[config.mk]
export PLATFORM = sky130hd
export DESIGN_NAME = itfh_ctrl
export DESIGN_NICKNAME = d
export VERILOG_FILES = /design/src/design/itfh_pkg.sv /design/src/design/itfh_ctrl.sv
export SDC_FILE = /design/constraint.sdc
export NUM_CORES = 1
export LEC_CHECK = 0
export ABC_AREA = 1
export ABC_CLOCK_PERIOD_IN_PS = 1490
export BUFFER_PORTS_ARGS = -buffer_cell sky130_fd_sc_hd__buf_4
export CORE_UTILIZATION = 25
export DETAILED_ROUTE_END_ITERATION = 7
export PLACE_DENSITY = 0.44
export SYNTH_ARGS = -nofsm -noshare
export SYNTH_HDL_FRONTEND = slang
export SYNTH_SLANG_ARGS = --single-unit
export TNS_END_PERCENT = 20
[constraint.sdc]
create_clock -name clk -period 1.49 [get_ports clk]
set_input_delay 0.2235 -clock clk [delete_from_list [all_inputs] [get_ports clk]]
set_output_delay 0.2235 -clock clk [all_outputs]
set_load 0.005 [all_outputs]
[src/design/itfh_pkg.sv]
// ----------------------------------------------------------------------------
// itfh_pkg
// shared types and constants of the indexed four-ary timer heap
// ----------------------------------------------------------------------------
`timescale 1ns / 1ps
`default_nettype none

package itfh_pkg;

  localparam int DEF_CAPACITY = 1024;
  localparam int DEF_ID_COUNT = 1024;
  localparam int DEF_KEY_BITS = 32;

  localparam int ID_BITS = 10;
  localparam int DL_BITS = 32;

  typedef enum logic [1:0] {
    OP_PUT    = 2'd0,
    OP_POP    = 2'd1,
    OP_REMOVE = 2'd2,
    OP_QUERY  = 2'd3
  } op_t;

  typedef enum logic [1:0] {
    ST_OK        = 2'd0,
    ST_NOT_FOUND = 2'd1,
    ST_FULL      = 2'd2,
    ST_EMPTY     = 2'd3
  } status_t;

  typedef struct packed {
    logic    clr;
    logic    latch;
    logic    upd;
    logic    ins;
    logic    rm_start;
    logic    rm_own;
    logic    rm_last;
    logic    dn_start;
    logic    dn_cmp;
    logic    dn_move;
    logic    up_start;
    logic    up_move;
    logic    place;
    logic    root;
    logic    out_load;
    logic    set_status;
    status_t status_code;
    logic    set_found;
  } cmd_t;

  typedef struct packed {
    op_t  op;
    logic clr_done;
    logic id_valid;
    logic present;
    logic full;
    logic empty;
    logic rm_single;
    logic dn_child;
    logic dn_more;
    logic best_self;
    logic moved;
    logic at_root;
    logic up_stop;
  } sts_t;

endpackage

`default_nettype wire

[src/design/itfh_ctrl.sv]
// ----------------------------------------------------------------------------
// itfh_ctrl
// sequencer: steps the datapath through lookup, removal, sift down, sift up
// ----------------------------------------------------------------------------
`timescale 1ns / 1ps
`default_nettype none

module itfh_ctrl import itfh_pkg::*; (
  input  wire logic clk,
  input  wire logic rst_n,
  input  wire logic in_valid,
  output logic      in_stall,
  output logic      out_valid,
  input  wire logic out_stall,
  input  wire sts_t sts,
  output cmd_t      cmd
);

  typedef enum logic [12:0] {
    S_CLEAR    = 13'b0000000000001,
    S_IDLE     = 13'b0000000000010,
    S_LOOK     = 13'b0000000000100,
    S_RM_OWN   = 13'b0000000001000,
    S_RM_LAST  = 13'b0000000010000,
    S_DN_START = 13'b0000000100000,
    S_DN_CMP   = 13'b0000001000000,
    S_DN_MOVE  = 13'b0000010000000,
    S_UP_START = 13'b0000100000000,
    S_UP_CMP   = 13'b0001000000000,
    S_PLACE    = 13'b0010000000000,
    S_ROOT     = 13'b0100000000000,
    S_FIN      = 13'b1000000000000
  } state_t;

  state_t state_r, state_nxt;
  logic   out_valid_r, out_valid_nxt;

  assign in_stall  = (state_r != S_IDLE);
  assign out_valid = out_valid_r;

  always_comb begin
    state_nxt = state_r;
    cmd       = '0;
    case (state_r)
      S_CLEAR: begin
        if (sts.clr_done) begin
          state_nxt = S_IDLE;
        end else begin
          cmd.clr = 1'b1;
        end
      end
      S_IDLE: begin
        if (in_valid) begin
          cmd.latch = 1'b1;
          state_nxt = S_LOOK;
        end
      end
      S_LOOK: begin
        state_nxt = S_ROOT;
        case (sts.op)
          OP_PUT: begin
            if (!sts.id_valid) begin
              cmd.set_status  = 1'b1;
              cmd.status_code = ST_NOT_FOUND;
            end else if (sts.present) begin
              cmd.upd   = 1'b1;
              state_nxt = S_DN_START;
            end else if (sts.full) begin
              cmd.set_status  = 1'b1;
              cmd.status_code = ST_FULL;
            end else begin
              cmd.ins   = 1'b1;
              state_nxt = S_UP_START;
            end
          end
          OP_POP: begin
            if (sts.empty) begin
              cmd.set_status  = 1'b1;
              cmd.status_code = ST_EMPTY;
            end else begin
              cmd.rm_start = 1'b1;
              state_nxt    = S_RM_OWN;
            end
          end
          OP_REMOVE: begin
            if (sts.present) begin
              cmd.rm_start = 1'b1;
              state_nxt    = S_RM_OWN;
            end else begin
              cmd.set_status  = 1'b1;
              cmd.status_code = ST_NOT_FOUND;
            end
          end
          default: begin
            cmd.set_found = 1'b1;
          end
        endcase
      end
      S_RM_OWN: begin
        cmd.rm_own = 1'b1;
        state_nxt  = S_RM_LAST;
      end
      S_RM_LAST: begin
        cmd.rm_last = 1'b1;
        state_nxt   = sts.rm_single ? S_ROOT : S_DN_START;
      end
      S_DN_START: begin
        if (sts.dn_child) begin
          cmd.dn_start = 1'b1;
          state_nxt    = S_DN_CMP;
        end else begin
          state_nxt = sts.moved ? S_PLACE : S_UP_START;
        end
      end
      S_DN_CMP: begin
        cmd.dn_cmp = 1'b1;
        if (!sts.dn_more) begin
          state_nxt = S_DN_MOVE;
        end
      end
      S_DN_MOVE: begin
        if (sts.best_self) begin
          state_nxt = sts.moved ? S_PLACE : S_UP_START;
        end else begin
          cmd.dn_move = 1'b1;
          state_nxt   = S_DN_START;
        end
      end
      S_UP_START: begin
        if (sts.at_root) begin
          state_nxt = S_PLACE;
        end else begin
          cmd.up_start = 1'b1;
          state_nxt    = S_UP_CMP;
        end
      end
      S_UP_CMP: begin
        if (sts.up_stop) begin
          state_nxt = S_PLACE;
        end else begin
          cmd.up_move = 1'b1;
          state_nxt   = S_UP_START;
        end
      end
      S_PLACE: begin
        cmd.place = 1'b1;
        state_nxt = S_ROOT;
      end
      S_ROOT: begin
        cmd.root  = 1'b1;
        state_nxt = S_FIN;
      end
      S_FIN: begin
        if (!out_valid_r || !out_stall) begin
          cmd.out_load = 1'b1;
          state_nxt    = S_IDLE;
        end
      end
      default: begin
        state_nxt = S_IDLE;
      end
    endcase
  end

  always_comb begin
    out_valid_nxt = out_valid_r && out_stall;
    if (cmd.out_load) begin
      out_valid_nxt = 1'b1;
    end
  end

  always_ff @(posedge clk) begin
    if (!rst_n) begin
      state_r     <= S_CLEAR;
      out_valid_r <= 1'b0;
    end else begin
      state_r     <= state_nxt;
      out_valid_r <= out_valid_nxt;
    end
  end

endmodule

`default_nettype wire

==> results of run 1 <==
## area by class of cell
class	instances	area share
clock buffers	4	0.0313
inverters	39	0.0832
repair buffers	59	0.254
well taps	52	0.0370
flip-flops and latches	14	0.163
multi-input cells	130	0.431
## per-layer routing
| layer | share of wire | wire length [um] |
|---|---|---|
| met5 | 0 | 0 |
| met4 | 0.0089 | 29 |
| met3 | 0.058 | 188 |
| met2 | 0.44 | 1440 |
| met1 | 0.49 | 1610 |
## layout by cell type, fill, tap and decap left out
cell type	instances
o21ai_2	1
nor2_1	27
a21oi_2	2
nand3_1	10
a31oi_1	3
nor3_4	1
nor4_4	1
o22ai_1	1
nand4_1	1
inv_2	4
ha_1	4
nand2_2	6
nand2_4	2
inv_1	35
buf_6	1
a22oi_1	1
nor3b_2	1
o21ai_1	1
dfxtp_2	6
nor2_2	11
nand3b_1	1
nand2_1	34
a21oi_1	6
buf_4	58
clkbuf_8	4
o21ai_0	1
or2_2	1
nor2_4	6
nor3_1	3
dfxtp_1	8
nand3_2	5
## timing repair
item                                    4_1_cts  5_1_grt
endpoints found under the setup margin       21       26
pin swaps                                     4        2
gates resized for setup                      17       11
setup buffers                                 3        1
cloned                                        0        0
hold endpoints to repair                      0        0
## flip-flops by register name, summed over array words and instances, names as in the netlist
register   cells
state_r       13
out_valid      1
## worst max-delay path, delay by kind of cell, from the launching register on
kind          cells  cell delay (ns)
buf+inv           2             0.30
simple gates      5             0.60
flops             1             0.34
## logic make-up (layout without fill, tap and decap cells)
group / after synthesis / in the layout
AND/OR/NAND/NOR: 110 / 110
AO/OA/AOI/OAI: 16 / 16
flip-flops: 14 / 14
buffers and inverters: 41 / 102
adder cells (fa/ha/maj): 4 / 4
## how the worst max path moves through the flow
stage,end,slack [ns],cells past startpoint
floorplan,cmd[1],0.16,7
finish,cmd[15],-0.22,7
global placement,state_r[1]$_SDFFE_PN0P_,-0.01,10
CTS,cmd[14],-0.19,7
global route,cmd[15],-0.31,7
detailed placement,state_r[1]$_SDFFE_PN0P_,-0.02,10
## through the flow
step                setup WS (ns)  utilization  setup TNS (ns)  power (mW)
floorplan                   0.165            -               0       0.489
global placement          -0.0119        0.367         -0.0119       0.579
detailed placement        -0.0170        0.367         -0.0170       0.578
CTS                        -0.190        0.399           -2.68       0.966
global route               -0.314        0.407           -5.09        1.01
finish                     -0.219        0.407           -2.71       0.961
## power by group through the flow
stage                     clock (mW)  sequential (mW)  combinational [mW]
after CTS                      0.386            0.387               0.192
after detailed placement           0            0.396               0.182
after floorplan                    0            0.396              0.0931
final                          0.381            0.387               0.193
after global placement             0            0.396               0.183
after global routing           0.405            0.389               0.217
==> flow_summary_export.csv, run 1 <==
group,metric,value,unit
grt,antenna_found_initial,0,
detailed_routing,drt_iter0_drc,56,
clock_tree,cts-root-buf,"clkbuf_8",
floorplanning,initial_core_util,0.260,
run_status,status,"finished with violations",
yosys,synth_top_area_frac,0.249,
sta,setup_violations,21,
worst_setup_path,r2r_slack,-0.01,ns
yosys,syn_nets,207,
detailed_routing,drcViolationCount,0,
grt,overflow,0,
cells_and_area,synthToLayoutAreaGrowth,56.5,%
power,combPwrFrac,0.201,
floorplanning,io_pins,39,
detailed_routing,vias_per_cell,4.23,
placement,place_hpwl,2590,um
placement,io_buffers,38,
cells_and_area,drive_gt1_frac,0.447,
power,swShare,0.270,
min_path,worstHoldPathCells,2,
yosys,syn-cell-area,0.00112,mm2
worst_setup_path,cpMostUsedCell,"nor2_4",
worst_setup_path,reg2reg_depth,12,
yosys,synth_top_family_by_area,"simple AND/OR/NAND/NOR gates",
detailed_routing,wl,3260,um
floorplanning,die_x,69.1,um
worst_setup_path,slowest_delay,0.34,ns
yosys,yosysMostFrequentCell,"inv_1",
worst_setup_path,crit_slowest_cell,"dfxtp_2",
yosys,ys_seq_area_frac,0.249,
worst_setup_path,crit_fanout,4,
yosys,synth_fa_ha_area_frac,0.0445,
sta,rsz0062_at_grt,"true",
floorplanning,die_h,69.1,um
worst_setup_path,criticalPathCategory,"reg2out",
clock_tree,cts_tree,"built",
yosys,async_reset_ff_frac,0,
clock_tree,ctsLongestPathBuffers,2,
power,p_int,0.702,mW
yosys,syn_avg_cell_area,6.08,um2
placement,postPlaceCellArea,0.00159,mm2
detailed_routing,vias,1262,
worst_setup_path,reg2reg_to,"state_r[7]$_SDFFE_PN0P_",
clock_tree,clock_latency,0.25,ns
clock_tree,clkTransAtPathRegs,0.06,ns
worst_setup_path,r2r_start,"state_r[11]$_SDFFE_PN0P_",
yosys,syn_inst,185,
grt,grt_pass1_wl,5490,um
worst_setup_path,arrival,1.49,ns
clock_tree,cts_hold_buf,0,
cells_and_area,nFillCells,482,
detailed_routing,final_antenna_net_count,0,
cells_and_area,multi_input_area,759,um2
min_path,hold_path.class,"in2reg",
power,clkPwrFrac,0.396,
worst_setup_path,critPathLaunch,"state_r[12]$_SDFFE_PN0P_",
cells_and_area,fin_area,0.00176,mm2
power,power_density,546,mW/mm2
worst_setup_path,worstSetupEndpointType,"output port",
detailed_routing,wl_per_cell,10.9,um
power,sequentialPowerShare,0.403,
placement,place_inst,290,
yosys,synth.distinct_cells,27,
clock_tree,numCtsBuffers,3,
min_path,hold_start,"sts[1]",
yosys,synth_xor_area_frac,0,
cells_and_area,nets,269,
yosys,synthMuxAreaShare,0,
cells_and_area,diodes,0,
placement,gp_congestion,0.770,
yosys,yosys_warnings,0,
sta,finalCriticalPeriod,1.71,ns
yosys,ys_ff_latch,14,
worst_setup_path,path_cells,"nor2_4 > nand2_2 > nor2_4 > nand3_2 > buf_6 > nor4_4 > buf_4",
yosys,synth_edf_count,0,
grt,grt-busiest-layer,"met2",
yosys,synth-simple-area-share,0.482,
clock_tree,cts.sink_count,14,
grt,met1_usage,0.182,
sta,worst-slew-pin-transition,0.419,ns
grt,grtUsageMet3,0.0219,
sta,fin_ws,-0.219,ns
yosys,synth-compound-area-share,0.0812,
power,p_leak,0.975,nW
yosys,synth_area_leaders,"dfxtp_1, inv_1, nand2_1, nor2_1, nand3_1",
floorplanning,rows,24,
clock_tree,h-tree-depth,1,
power,vdd_drop_max,0.288,mV
sta,clock_skew,0.00339,ns
cells_and_area,seq_area,288,um2
floorplanning,dieArea,0.00477,mm2
min_path,min_to,"state_r[9]$_SDFFE_PN0P_",
cells_and_area,fin_cells,298,
yosys,synthTopCellsByCount,"inv_1, nand2_1, nor2_1, dfxtp_1, nand3_1",
sta,slew_violations,0,
yosys,synth_largest_area_cell,"dfxtp_1",
run_status,violations,"negative setup slack",
grt,grt_util_met2,0.238,
sta,maxSlewHeadroom,0.720,
run,maxCapViolations,0,
floorplanning,core_area,0.00432,mm2
grt,grt_max_degree,12,
worst_setup_path,required,1.27,ns
sta,min_period_over_period,1.15,
sta,fmax,0.585,GHz
grt,first_global_vias,1224,
yosys,synth-main-ff-cell,"dfxtp_1",
power,p_sw,0.259,mW
worst_setup_path,startpoint_type,"flip-flop",
sta,holdWs,0.149,ns
grt,grtUsageTotal,0.139,
detailed_routing,drt-pass1-iter-count,4,
sta,hold_viol_final,0,
No activity file was read; power rests on OpenSTA's default activity.
==> run 2: changes to the inputs <==
BUFFER_PORTS_ARGS = -buffer_cell sky130_fd_sc_hd__buf_2   (was -buffer_cell sky130_fd_sc_hd__buf_4)
==> flow_summary_export.csv, run 2 (synthesis results as in run 1) <==
group,metric,value,unit
worst_setup_path,startpoint_type,"flip-flop",
sta,min_period_over_period,1.13,
grt,overflow,0,
run_status,status,"finished with violations",
clock_tree,clkTransAtPathRegs,0.06,ns
placement,io_buffers,38,
worst_setup_path,critPathLaunch,"state_r[11]$_SDFFE_PN0P_",
floorplanning,die_x,69.1,um
power,sequentialPowerShare,0.442,
grt,first_global_vias,1199,
clock_tree,cts_hold_buf,0,
detailed_routing,vias,1246,
clock_tree,ctsLongestPathBuffers,2,
worst_setup_path,crit_slowest_cell,"dfxtp_2",
min_path,hold_path.class,"in2reg",
min_path,hold_start,"sts[1]",
detailed_routing,drt_iter0_drc,51,
cells_and_area,diodes,0,
power,vdd_drop_max,0.181,mV
grt,antenna_found_initial,0,
sta,setup_violations,20,
worst_setup_path,criticalPathCategory,"reg2out",
detailed_routing,final_antenna_net_count,0,
cells_and_area,mostFrequentLayoutCells,"buf_2, inv_1, nand2_1",
power,swShare,0.280,
detailed_routing,wl,3110,um
detailed_routing,drt-pass1-iter-count,4,
sta,slew_violations,0,
cells_and_area,drive_gt1_frac,0.455,
worst_setup_path,path_cells,"nor2_4 > nand2_2 > nor2_4 > nand3_2 > buf_6 > nor3b_4 > buf_2",
worst_setup_path,slowest_delay,0.33,ns
cells_and_area,multi_input_area,764,um2
placement,place_hpwl,2540,um
grt,grt_pass1_wl,5290,um
worst_setup_path,r2r_start,"state_r[11]$_SDFFE_PN0P_",
detailed_routing,vias_per_cell,4.21,
floorplanning,io_pins,39,
sta,fmax,0.595,GHz
clock_tree,cts_tree,"built",
floorplanning,dieArea,0.00477,mm2
cells_and_area,seq_area,292,um2
cells_and_area,nFillCells,502,
sta,hold_viol_final,0,
worst_setup_path,arrival,1.46,ns
grt,grtUsageTotal,0.135,
power,power_density,534,mW/mm2
sta,clock_skew,0.00192,ns
detailed_routing,wl_per_cell,10.5,um
cells_and_area,synthToLayoutAreaGrowth,46.9,%
cells_and_area,nets,268,
run,maxCapViolations,0,
worst_setup_path,worstSetupEndpointType,"output port",
floorplanning,die_h,69.1,um
sta,fin_ws,-0.192,ns
clock_tree,h-tree-depth,1,
clock_tree,cts.sink_count,14,
cells_and_area,final_core_utilization,0.382,
power,clkPwrFrac,0.353,
floorplanning,rows,24,
cells_and_area,layout_commonest_cell,"buf_2",
worst_setup_path,crit_fanout,4,
power,combPwrFrac,0.204,
sta,maxSlewHeadroom,0.735,
sta,rsz0062_at_grt,"true",
sta,finalCriticalPeriod,1.68,ns
floorplanning,core_area,0.00432,mm2
clock_tree,clock_latency,0.24,ns
clock_tree,numCtsBuffers,3,
sta,worst-slew-pin-transition,0.398,ns
worst_setup_path,cpMostUsedCell,"nor2_4",
power,p_leak,0.956,nW
grt,grt_max_degree,12,
cells_and_area,regMostFlops,"state_r",
worst_setup_path,required,1.27,ns
power,p_sw,0.247,mW
power,p_int,0.635,mW
cells_and_area,largest_reg_flops,13,
detailed_routing,drcViolationCount,0,
run_status,violations,"negative setup slack",
clock_tree,cts-root-buf,"clkbuf_8",
floorplanning,initial_core_util,0.260,
placement,post-place-ws,-0.0343,ns
placement,gp_congestion,0.789,
-- run 2: cell count changes in the layout (fill, tap and decap cells not counted), sizes merged --
cell / delta
buf: -1
clkbuf: -1
-- run 2: metal layers --
metal,up-vias,wire (um),GRT usage
met5,-,0,0
met3,4,155,0.0190
met2,34,1440,0.230
met1,525,1480,0.173
met4,0,34,0.0476
li1,683,-,-
-- run 2: final cells by class --
class                           count  area share
Sequential cell                    14       0.176
Tap cell                           52      0.0394
Multi-Input combinational cell    130       0.463
Timing Repair Buffer               58       0.208
Inverter                           39      0.0886
Clock buffer                        3      0.0250
-- run 2: final timing paths --
kind	to	slack, ns	depth (start not counted)
setup / recovery	cmd[14]	-0.19	7
hold / removal	state_r[9]$_SDFFE_PN0P_	0.17	2
setup reg to reg	state_r[1]$_SDFFE_PN0P_	0.02	11
hold reg to reg	out_valid$_SDFF_PN0_	0.50	2
-- run 2: critical path, delay by kind of cell, from the launching register on --
kind                   cells  cell delay, ns
AND/OR/NAND/NOR            5            0.60
buffers and inverters      2            0.28
flip-flops                 1            0.33
-- run 2: what timing repair did --
item                                    in CTS  in global routing
buffers inserted                             3                  4
endpoints found under the setup margin      21                 26
resized for setup                           14                 18
pin swaps                                    9                  7
-- run 2: power by group through the flow --
stage / clock [mW] / sequential, mW / combinational, mW
after global placement: 0 / 0.395 / 0.167
after global routing: 0.337 / 0.391 / 0.201
after detailed placement: 0 / 0.396 / 0.166
after CTS: 0.316 / 0.388 / 0.172
after floorplan: 0 / 0.396 / 0.0931
final: 0.312 / 0.390 / 0.180
-- run 2: per-stage QoR --
| stage | hold slack, ns | TNS (ns) | cells | area, um2 | power [mW] |
|---|---|---|---|---|---|
| after CTS | 0.183 | -3.03 | 292 | 1580 | 0.876 |
| after global routing | 0.182 | -4.26 | 296 | 1650 | 0.929 |
| after detailed placement | 0.440 | -0.0343 | 286 | 1460 | 0.562 |
| final | 0.171 | -2.09 | 296 | 1650 | 0.883 |
| after global placement | 0.440 | -0.0563 | 286 | 1460 | 0.562 |
| after floorplan | 0.293 | 0 | 185 | 1120 | 0.489 |
==> run 3: changes to the inputs <==
ABC_CLOCK_PERIOD_IN_PS = 1400   (was 1490)
PLACE_DENSITY = 0.45   (was 0.44)
RECOVER_POWER = 25   (was default)
TNS_END_PERCENT = default   (was 20)
clock period = 1.4 ns   (was 1.49 ns; I/O delays follow)
==> flow_summary_export.csv, run 3 (synthesis results as in run 1) <==
group,metric,value,unit
clock_tree,ctsLongestPathBuffers,2,
worst_setup_path,startpoint_type,"flip-flop",
cells_and_area,regMostFlops,"state_r",
cells_and_area,seq_area,294,um2
run_status,violations,"negative setup slack",
detailed_routing,final_antenna_net_count,0,
sta,finalCriticalPeriod,1.68,ns
sta,rsz0062_at_grt,"true",
clock_tree,cts-root-buf,"clkbuf_8",
sta,setup_violations,24,
grt,met1_usage,0.175,
grt,grt_util_met2,0.252,
sta,min_period_over_period,1.20,
grt,grt-busiest-layer,"met2",
power,vdd_drop_max,0.249,mV
floorplanning,rows,24,
worst_setup_path,crit_fanout,5,
detailed_routing,drt_iter0_drc,58,
worst_setup_path,path_cells,"nor2_4 > nand2_2 > nor2_4 > buf_4 > buf_6 > nand2_2 > nor2_1 > buf_2",
sta,slew_violations,0,
grt,overflow,0,
floorplanning,dieArea,0.00477,mm2
floorplanning,initial_core_util,0.260,
cells_and_area,largest_reg_flops,13,
grt,grt_max_degree,12,
min_path,hold_path.class,"in2reg",
clock_tree,h-tree-depth,1,
detailed_routing,drcViolationCount,0,
worst_setup_path,slowest_delay,0.34,ns
clock_tree,cts.sink_count,14,
floorplanning,die_h,69.1,um
detailed_routing,vias,1362,
worst_setup_path,worstSetupEndpointType,"output port",
power,power_density,513,mW/mm2
placement,io_buffers,38,
floorplanning,die_x,69.1,um
worst_setup_path,criticalPathCategory,"reg2out",
detailed_routing,vias_per_cell,4.35,
clock_tree,numCtsBuffers,3,
grt,antenna_found_initial,0,
clock_tree,cts_hold_buf,0,
placement,place_hpwl,2650,um
grt,grtUsageMet3,0.0234,
clock_tree,cts_tree,"built",
placement,gp_congestion,0.746,
sta,maxSlewHeadroom,0.685,
floorplanning,core_area,0.00432,mm2
clock_tree,clock_latency,0.26,ns
grt,grtUsageTotal,0.146,
cells_and_area,diodes,0,
sta,holdWs,0.142,ns
sta,worst-slew-pin-transition,0.472,ns
detailed_routing,wl,3570,um
detailed_routing,wl_per_cell,11.4,um
power,p_leak,1.05,nW
cells_and_area,mostFrequentLayoutCells,"buf_2, inv_1, buf_4",
clock_tree,clkTransAtPathRegs,0.06,ns
sta,clock_skew,0.00596,ns
cells_and_area,nFillCells,467,
cells_and_area,final_core_utilization,0.448,
run,maxCapViolations,0,
sta,fin_ws,-0.284,ns
power,p_total,0.992,mW
placement,post-place-ws,-0.0698,ns
sta,setup_tns,-5.01,ns
cells_and_area,drive_gt1_frac,0.567,
cells_and_area,nets,285,
grt,grt_pass1_wl,5600,um
cells_and_area,layout_commonest_cell,"buf_2",
grt,first_global_vias,1257,
worst_setup_path,crit_slowest_cell,"dfxtp_2",
cells_and_area,multi_input_area,886,um2
detailed_routing,drt-pass1-iter-count,4,
sta,fmax,0.594,GHz
floorplanning,io_pins,39,
run_status,status,"finished with violations",
worst_setup_path,arrival,1.47,ns
worst_setup_path,required,1.19,ns
sta,hold_viol_final,0,
cells_and_area,synthToLayoutAreaGrowth,72.1,%
run 3: changes by cell type in the layout (fill, tap and decap cells not counted), sizes merged:
cell / change
buf: +17
run 3: worst max-delay path, delay by kind of cell, from the launching register on:
family | cells | cell delay [ns]
buf+inv | 3 | 0.37
flops | 1 | 0.34
simple gates | 5 | 0.51
run 3: power by group:
group | internal, mW | leakage [nW] | switching, mW
logic | 0.0920 | 0.915 | 0.130
clock network | 0.191 | 0.0216 | 0.163
registers | 0.408 | 0.118 | 0.00834
total | 0.691 | 1.05 | 0.301
run 3: repair_timing:
item / CTS / global route
endpoints found under the setup margin: 23 / 31
pin swaps: 16 / 15
resized for setup: 37 / 32
buffers inserted: 10 / 5
run 3: metrics by stage:
step / cell area (um2) / cells
final: 1940 / 313
after global routing: 1940 / 313
after CTS: 1790 / 309
after detailed placement: 1560 / 297
after global placement: 1560 / 297
after floorplan: 1120 / 185
run 3: metal layers:
layer | part of all wire | routed length, um | vias up
li1 | - | - | 718
met1 | 0.42 | 1490 | 592
met2 | 0.51 | 1810 | 47
met3 | 0.060 | 215 | 5
met4 | 0.015 | 52 | 0
met5 | 0 | 0 | -
run 3: cell type report:
| type | count | area share |
|---|---|---|
| multi-input combinational | 130 | 0.458 |
| clock buffer | 3 | 0.0213 |
| tap | 52 | 0.0336 |
| sequential | 14 | 0.152 |
| inverter | 39 | 0.0756 |
| timing repair buffer | 75 | 0.260 |
run 3: worst paths after layout:
path / from / end / slack (ns) / depth (start not counted)
setup / recovery: state_r[12]$_SDFFE_PN0P_ / cmd[9] / -0.28 / 8
hold / removal: sts[1] / state_r[9]$_SDFFE_PN0P_ / 0.14 / 2
setup reg to reg: state_r[12]$_SDFFE_PN0P_ / state_r[1]$_SDFFE_PN0P_ / -0.18 / 13
hold reg to reg: out_valid$_SDFF_PN0_ / out_valid$_SDFF_PN0_ / 0.50 / 2
